===== config.mk =====
export PLATFORM = sky130hd
export DESIGN_NAME = alux_scale
export DESIGN_NICKNAME = d
export VERILOG_FILES = /design/src/hw/rtl/alux_pkg.sv /design/src/hw/rtl/alux_scale.sv
export SDC_FILE = /design/constraint.sdc
export NUM_CORES = 1
export LEC_CHECK = 0
export ABC_AREA = 1
export BUFFER_PORTS_ARGS = -buffer_cell sky130_fd_sc_hd__buf_2
export CAP_MARGIN = 20
export CORE_ASPECT_RATIO = 0.5
export CORE_MARGIN = 8
export CORE_UTILIZATION = 40
export CTS_CLUSTER_DIAMETER = 60
export DETAILED_ROUTE_END_ITERATION = 8
export PLACE_DENSITY = 0.57
export SLEW_MARGIN = 20
export SYNTH_ARGS = -nofsm -noshare
export SYNTH_HDL_FRONTEND = slang
export SYNTH_SLANG_ARGS = --single-unit

===== constraint.sdc =====
create_clock -name clk -period 16.04 [get_ports clk]
set_clock_uncertainty 0.15 [all_clocks]
set_input_delay 0.802 -clock clk [delete_from_list [all_inputs] [get_ports clk]]
set_output_delay 0.802 -clock clk [all_outputs]
set_load 0.1 [all_outputs]

===== src/hw/rtl/alux_pkg.sv =====
package alux_pkg;

  // configuration register indexes
  localparam logic [1:0] CFG_GAIN  = 2'd0;
  localparam logic [1:0] CFG_ITIME = 2'd1;
  localparam int unsigned CFG_IW = 2;
  localparam int unsigned CFG_DW = 4;

  // gain codes
  localparam logic [1:0] GAIN_X1    = 2'd0;
  localparam logic [1:0] GAIN_X2    = 2'd1;
  localparam logic [1:0] GAIN_DIV8  = 2'd2;
  localparam logic [1:0] GAIN_DIV4  = 2'd3;

  // integration time codes
  localparam logic [3:0] IT_100MS = 4'd0;
  localparam logic [3:0] IT_200MS = 4'd1;
  localparam logic [3:0] IT_400MS = 4'd2;
  localparam logic [3:0] IT_800MS = 4'd3;
  localparam logic [3:0] IT_50MS  = 4'd8;

  localparam int unsigned FRAC_BITS_DEF = 8;

  localparam int unsigned RAW_W  = 16;
  localparam int unsigned BASE_W = 33;
  localparam int unsigned SP_W   = RAW_W + BASE_W;  // raw * base
  localparam int unsigned SH_W   = 5;
  localparam int unsigned X_W    = 31;              // linear estimate, 14 fraction bits
  localparam int unsigned T_W    = 34;              // Horner partial sums, signed
  localparam int unsigned P_W    = X_W + 1 + T_W;   // signed products
  localparam int unsigned LUX_W  = 35;

  localparam logic [BASE_W-1:0] BASE_Q40 = 33'd7916483720;
  localparam logic signed [T_W-1:0] COEF3 = 34'sd2839795084;
  localparam logic signed [T_W-1:0] COEF2 = -34'sd338396873;
  localparam logic signed [T_W-1:0] COEF1 = 34'sd22399251;
  localparam logic signed [T_W-1:0] COEF0 = 34'sd4203951;

  localparam logic [LUX_W-1:0] LUX_MAX = '1;

  // right shift that turns raw * base into x: 26 - (n + g)
  function automatic logic [SH_W-1:0] scale_shift(input logic [1:0] gain,
                                                   input logic [3:0] itime);
    logic [2:0] n;
    logic [2:0] g1;  // gain exponent plus one
    unique case (itime)
      IT_100MS: n = 3'd3;
      IT_200MS: n = 3'd2;
      IT_400MS: n = 3'd1;
      IT_800MS: n = 3'd0;
      IT_50MS:  n = 3'd4;
      default:  n = 3'd5;  // 25 ms and unknown codes
    endcase
    unique case (gain)
      GAIN_X1:   g1 = 3'd1;
      GAIN_X2:   g1 = 3'd0;
      GAIN_DIV8: g1 = 3'd4;
      GAIN_DIV4: g1 = 3'd3;
      default:   g1 = 3'd1;
    endcase
    return SH_W'(27) - SH_W'(n) - SH_W'(g1);
  endfunction

endpackage


===== src/hw/rtl/alux_scale.sv =====
module alux_scale (
  input  logic                          clk,
  input  logic                          rst_n,
  input  logic                          valid_in,
  input  logic [alux_pkg::RAW_W-1:0]    raw_in,
  input  logic [1:0]                    gain_in,
  input  logic [3:0]                    itime_in,
  output logic                          valid_out,
  output logic [alux_pkg::X_W-1:0]      x_out
);
  import alux_pkg::*;

  logic              v1_r, v2_r;
  logic [SP_W-1:0]   prod_r, prod_nxt;
  logic [SH_W-1:0]   sh_r, sh_nxt;
  logic [X_W-1:0]    x_r, x_nxt;
  logic [SP_W:0]     sum;
  logic [SP_W:0]     half;

  assign prod_nxt = raw_in * BASE_Q40;
  assign sh_nxt   = scale_shift(gain_in, itime_in);

  // round half up, then drop the shifted-out bits
  always_comb begin
    half  = {{SP_W{1'b0}}, 1'b1} << (sh_r - SH_W'(1));
    sum   = {1'b0, prod_r} + half;
    x_nxt = X_W'(sum >> sh_r);
  end

  always_ff @(posedge clk) begin
    if (!rst_n) begin
      v1_r <= 1'b0;
      v2_r <= 1'b0;
    end else begin
      v1_r <= valid_in;
      v2_r <= v1_r;
    end
  end

  always_ff @(posedge clk) begin
    prod_r <= prod_nxt;
    sh_r   <= sh_nxt;
    x_r    <= x_nxt;
  end

  assign valid_out = v2_r;
  assign x_out     = x_r;

endmodule


==> flow_summary.yaml, run 1 <==
outcome:
  outcome: "completed"
setup_path:
  start_kind: "input port"
  critPathMaxFanout: 7
  reg2reg_slack_ns: 10.88
  worst_r2r_path_depth: 24
  endpoint_kind: "flip-flop"
  cp.required_ns: 16.17
  crit_type: "in -> reg"
  regToRegStartpoint: "sh_r[4]$_DFF_P_"
  arrival_ns: 6.48
  reg2reg_to: "x_out[26]$_DFF_P_"
timing:
  tns_ns: 0
  relSlewSlack_pct: 52.7
  max_freq_ghz: 0.157
  tightest_slew_ns: 0.709
  slew_viol_final: 0
  hold_viol_final: 0
  rsz0062_at_grt: "no"
  fin_crit_sh_pct: 39.6
  min_period_ns: 6.35
  setup_viol: 0
yosys:
  ys_warn_count: 0
  syn-num-nets: 2764
  synth-seq-cells: 84
  syn_avg_cell_area_um2: 6.96
  synth-async-reset-ratio_pct: 0
  synth_simple_gate_area_share_pct: 30.4
  synth_area_mm2: 0.0164
  synth_top_family_by_area: "adder cells"
  synthMuxAreaShare_pct: 0.259
  ys.flop_type: "dfxtp_1"
  synth_cell_type_count: 47
  postSynthCellCount: 2362
  synth-edff-count: 0
  synth-xor-area-share_pct: 3.25
  yosys.area_share.adder_pct: 37.5
  seq_area_frac_synth_pct: 10.2
  synth_compound_area_share_pct: 5.12
floorplanning:
  num_rows: 52
  die_x_um: 303
  coreArea_mm2: 0.0405
  ios: 57
  die_y_um: 159
  start_util_pct: 40.6
  die_area_mm2: 0.0482
clock_network:
  cts.sinks: 84
  cts-htree-levels: 3
  clock_latency_ns: 0.37
  post_cts_buffers: 0
  clkTransAtPathRegs_ns: 0.06
  hold_buffers: 0
  cts.path.max_buffers: 2
  cts_made_buffers: 9
  cts_tree: "yes"
  root_buffer: "clkbuf_16"
  cts_resized: 0
routing:
  vias: 14850
  wirelength_um: 50800
  drt_first_pass_iters: 6
  drt_iter0_markers: 1319
  ant_nets: 0
  routed_via_density: 5.06
  drc: 0
  wl_per_cell_um: 17.3
placed_design:
  routabilityCongestion: 0.976
  hpwl_um: 44100
  port_buffers: 56
worst_hold_path:
  hp-class: "reg -> reg"
  hold_depth: 2
  min_from: "v1_r$_SDFF_PN0_"
  hold_path_end: "valid_out$_SDFF_PN0_"
global_route:
  grt_antenna_before_repair: 0
  first_global_vias: 14919
  grt_first_pass_wirelength_um: 80600
  overflow: 0
  grt_max_degree: 60
  grt_use_total_pct: 21.1
final_layout:
  nets: 2794
  area_growth_pct: 6.56
  fin_util_pct: 43.3
  layout-drive-gt1-share_pct: 6.18
  n_antenna_cell: 0
job:
  drv_cap: 0
[cell families (layout without fill, tap and decap cells)]
group	after synthesis	count (layout)
AO/OA/AOI/OAI	152	152
multiplexers	3	3
buffers and inverters	570	604
XOR/XNOR	61	61
AND/OR/NAND/NOR	1115	1115
flip-flops	84	84
adder cells (fa/ha/maj)	377	377
[cell usage in the layout (no fill, tap or decap), types with 2 or more instances in the layout]
cell and instances:
o221ai_1 3, xor2_1 35, fa_1 192, o211ai_1 4, xnor2_1 26, nand2_2 13, nand4_1 16, nand3_2 19
or2_2 5, nor2_2 14, inv_1 517, o21a_1 6, nor3_1 13, clkbuf_16 9, nor2_1 129, dfxtp_2 2
a21oi_1 70, o21ai_1 10, dfxtp_1 82, clkinv_2 4, mux2i_1 2, buf_4 9, nand3b_1 8, buf_2 56
o21ai_0 41, inv_2 7, a31oi_1 6, or2_1 3, nor3_2 2, o21bai_1 2, nand2_1 522, nand3_1 363
nor4_1 2, ha_1 185, a21o_1 4
[how the worst max path moves through the flow]
stage / startpoint / endpoint / slack, ns / cells after the start
floorplan: raw_in[14] / prod_r[41]$_DFF_P_ / 9.98 / 26
global placement: raw_in[14] / prod_r[41]$_DFF_P_ / 9.36 / 27
detailed placement: raw_in[14] / prod_r[45]$_DFF_P_ / 9.31 / 26
CTS: raw_in[14] / prod_r[45]$_DFF_P_ / 9.68 / 26
global route: raw_in[14] / prod_r[45]$_DFF_P_ / 9.27 / 26
finish: raw_in[13] / prod_r[45]$_DFF_P_ / 9.69 / 26
[Yosys cell counts (2+ instances only)]
| master | number | area share, % |
|---|---|---|
| nor3_2 | 2 | 0.12 |
| inv_2 | 7 | 0.16 |
| fa_1 | 192 | 23 |
| mux2i_1 | 2 | 0.12 |
| nand3_1 | 363 | 11 |
| nand4_1 | 16 | 0.61 |
| o21bai_1 | 2 | 0.091 |
| buf_4 | 4 | 0.18 |
| o21ai_1 | 10 | 0.30 |
| nor3_1 | 13 | 0.40 |
| o21a_1 | 6 | 0.27 |
| nand2_1 | 522 | 12 |
| dfxtp_1 | 84 | 10 |
| xnor2_1 | 26 | 1.4 |
| a31oi_1 | 6 | 0.23 |
| or2_2 | 5 | 0.19 |
| nand2_2 | 13 | 0.49 |
| or2_1 | 3 | 0.11 |
| nor2_1 | 130 | 3.0 |
| buf_1 | 13 | 0.30 |
| clkbuf_1 | 5 | 0.11 |
| nand3_2 | 19 | 1.2 |
| buf_2 | 24 | 0.73 |
| nor2_2 | 13 | 0.49 |
| xor2_1 | 35 | 1.9 |
| inv_1 | 517 | 12 |
| a21o_1 | 4 | 0.18 |
| a21oi_1 | 70 | 2.1 |
| o211ai_1 | 4 | 0.18 |
| nor4_1 | 2 | 0.076 |
| ha_1 | 185 | 14 |
| o221ai_1 | 3 | 0.16 |
| o21ai_0 | 41 | 1.2 |
| nand3b_1 | 8 | 0.37 |
[final cells by class]
cell class,instances,area (um2)
Clock inverter,5,28.8
Multi-Input combinational cell,1708,12600
Sequential cell,84,1680
Fill cell,4361,23000
Tap cell,540,676
Inverter,524,1970
Clock buffer,10,239
Timing Repair Buffer,65,348
[sequential cells by signal (all words and copies together), names as in the netlist]
| name | cells |
|---|---|
| sh_r | 5 |
| x_out | 31 |
| v1_r | 1 |
| valid_out | 1 |
| prod_r | 46 |
[critical path, cell delays in order]
cell and delay, ns:
buf_2 0.22, inv_1 0.10, fa_1 0.55, inv_1 0.12, nand2_1 0.05, inv_1 0.10, nor2_1 0.08, ha_1 0.18
or2_2 0.31, fa_1 0.49, fa_1 0.53, fa_1 0.55, inv_1 0.06, fa_1 0.53, inv_1 0.04, ha_1 0.34
a21oi_1 0.23, o21ai_0 0.11, a21oi_1 0.12, o21ai_0 0.10, a21oi_1 0.25, inv_1 0.09, nand3_1 0.07, nand3b_1 0.11
a21oi_1 0.17, xor2_1 0.16
[metrics by stage]
step / hold WS [ns] / area [um2] / setup slack [ns] / std cells
floorplan: 0.240 / 16400 / 9.98 / 2362
global placement: 0.247 / 17200 / 9.36 / 2921
detailed placement: 0.258 / 17200 / 9.31 / 2921
CTS: 0.272 / 17500 / 9.68 / 2936
global route: 0.330 / 17500 / 9.27 / 2936
finish: 0.268 / 17500 / 9.69 / 2936
[metal layers]
| metal | track usage, % | up-vias | wire, um |
|---|---|---|---|
| met2 | 34.2 | 418 | 22400 |
| met1 | 29.4 | 6924 | 24400 |
| met5 | 0 | - | 0 |
| li1 | - | 7428 | - |
| met3 | 2.28 | 80 | 2600 |
| met4 | 6.18 | 0 | 1400 |
Power of run 1 is not shown: default switching activity piles up to over one toggle a cycle in this logic, so the estimate is an artifact.
==> run 2: changes to the inputs <==
Settings changed: ABC_AREA 1 to 0.
Clock period 16.04 ns to 6.2 ns, I/O delays scaled along.
==> flow_summary.yaml, run 2 <==
yosys:
  ys_warn_count: 0
  syn_avg_cell_area_um2: 8.66
  synth_top_family_by_area: "adder cells"
  yosysTopAreaCellShare_pct: 23.4
  synth_area_mm2: 0.0164
  synthMuxAreaShare_pct: 7.07
  ys.flop_type: "dfxtp_1"
  synthTopCellsByCount: "inv_1 (318), fa_1 (192), ha_1 (185)"
  synth.most_common_cell: "inv_1"
  synth-edff-count: 0
  synth-xor-area-share_pct: 4.00
  synth.area.top_cells: "fa_1 (23%), ha_1 (14%), dfxtp_1 (10%)"
  yosys.area_share.adder_pct: 37.5
  syn-num-nets: 2299
  synth_top_area_cell: "fa_1"
  synth_compound_area_share_pct: 18.7
  postSynthCellCount: 1897
  synth-async-reset-ratio_pct: 0
  synth-seq-cells: 84
  seq_area_frac_synth_pct: 10.2
  synth_cell_type_count: 89
  synth_simple_gate_area_share_pct: 13.4
clock_network:
  cts.sinks: 84
  cts.path.max_buffers: 2
  root_buffer: "clkbuf_16"
  cts_tree: "yes"
  clock_latency_ns: 0.35
  cts-htree-levels: 3
  clkTransAtPathRegs_ns: 0.06
  cts_made_buffers: 9
  hold_buffers: 0
final_layout:
  mostFrequentLayoutCell: "inv_1"
  final_cell_mix: "inv_1 (316), fa_1 (187), ha_1 (181)"
  n_antenna_cell: 0
  top_register: "prod_r"
  largest_reg_flops: 46
  area_growth_pct: 13.8
  nets: 2456
  layout-drive-gt1-share_pct: 16.0
  fin_util_pct: 46.2
routing:
  drc: 0
  drt_iter0_markers: 1176
  routed_via_density: 5.52
  vias: 14348
  wl_per_cell_um: 20.2
  wirelength_um: 52400
  ant_nets: 0
  drt_first_pass_iters: 5
setup_path:
  critPathMaxFanout: 3
  critical-path-top-delay-family: "adder cells"
  slowest_stage: "fa_2"
  arrival_ns: 6.09
  start_kind: "input port"
  max_stage_delay_ns: 0.59
  cp.required_ns: 6.32
  critPathBufInv: 4
  crit_top_cell: "a21o_1"
  endpoint_kind: "flip-flop"
  reg2reg_slack_ns: 0.66
  crit_type: "in -> reg"
  worstPathCellList: "buf_2, inv_1, fa_2, xnor2_1, ha_1, or2_2, fa_1, fa_1, fa_1, inv_1, fa_1, inv_1, ha_4, a21o_1, a21o_1, a21o_1, a311o_1, nor2_4, o2111ai_1, a21o_1, a21o_1, a221oi_2, xnor2_1"
global_route:
  grt_max_degree: 51
  grt_antenna_before_repair: 0
  first_global_vias: 14289
  grt_use_total_pct: 21.5
  grt_first_pass_wirelength_um: 82200
  overflow: 0
floorplanning:
  coreArea_mm2: 0.0405
  num_rows: 52
  die_area_mm2: 0.0482
  start_util_pct: 40.6
  ios: 57
  die_y_um: 159
  die_x_um: 303
placed_design:
  port_buffers: 56
  hpwl_um: 44800
  routabilityCongestion: 0.959
  place_ws_ns: -0.301
timing:
  slew_viol_final: 0
  min_period_ns: 5.97
  max_freq_ghz: 0.167
  setup_viol: 0
  fin_crit_sh_pct: 96.3
  tns_ns: 0
  rsz0062_at_grt: "no"
  tightest_slew_ns: 0.829
  relSlewSlack_pct: 44.7
  hold_ws_ns: 0.00878
  hold_viol_final: 0
  layout_setup_ws_ns: 0.228
outcome:
  outcome: "completed"
worst_hold_path:
  hp-class: "in -> reg"
job:
  drv_cap: 0
==> run 2: cell count changes after synthesis, sizes merged, moves of 34 or more <==
cell and delta:
clkbuf +41, nand3 -344, nand2 -427, xnor2 +34, a21o +43, inv -206
mux2i +41
==> run 2: routing by layer <==
| metal | wire length [um] | vias to the layer above | track usage (%) |
|---|---|---|---|
| met1 | 25400 | 6886 | 31.1 |
| li1 | - | 6907 | - |
| met5 | 0 | - | 0 |
| met2 | 23000 | 482 | 34.1 |
| met3 | 2800 | 73 | 2.02 |
| met4 | 1160 | 0 | 5.18 |
==> run 2: final cells by class <==
| class | instances | area [um2] |
|---|---|---|
| fill | 4025 | 21800 |
| inverter | 319 | 1200 |
| timing repair buffer | 219 | 1500 |
| clock inverter | 5 | 78.8 |
| sequential | 84 | 1680 |
| multi-input combinational | 1421 | 13300 |
| clock buffer | 9 | 225 |
| tap | 540 | 676 |
==> run 2: timing repair <==
action | CTS | global route
buffers inserted | 0 | 1
resized for setup | 0 | 19
endpoints found under the hold margin | 0 | 0
setup endpoints to repair | 0 | 10
==> run 2: stage by stage <==
| stage | cells | cell area, um2 |
|---|---|---|
| 2_1_floorplan | 1897 | 16500 |
| 3_5_place_dp | 2582 | 18300 |
| 5_1_grt | 2597 | 18700 |
| 4_1_cts | 2596 | 18600 |
| 6_report | 2597 | 18700 |
| 3_3_place_gp | 2582 | 18300 |
==> run 2: final timing paths <==
path         cells past startpoint       startpoint                   end
max                             23       raw_in[14]    prod_r[43]$_DFF_P_
min                              2         valid_in       v1_r$_SDFF_PN0_
max reg2reg                     15  sh_r[3]$_DFF_P_     x_out[23]$_DFF_P_
min reg2reg                      1  v1_r$_SDFF_PN0_  valid_out$_SDFF_PN0_
==> run 2: cells by family (layout without fill, tap and decap cells) <==
family,Yosys count,count (layout)
AO/OA/AOI/OAI,438,438
XOR/XNOR,75,75
adder cells (fa/ha/maj),377,377
buffers and inverters,392,552
flip-flops,84,84
multiplexers,87,87
AND/OR/NAND/NOR,444,444
Power of run 2 is left out for the same reason.
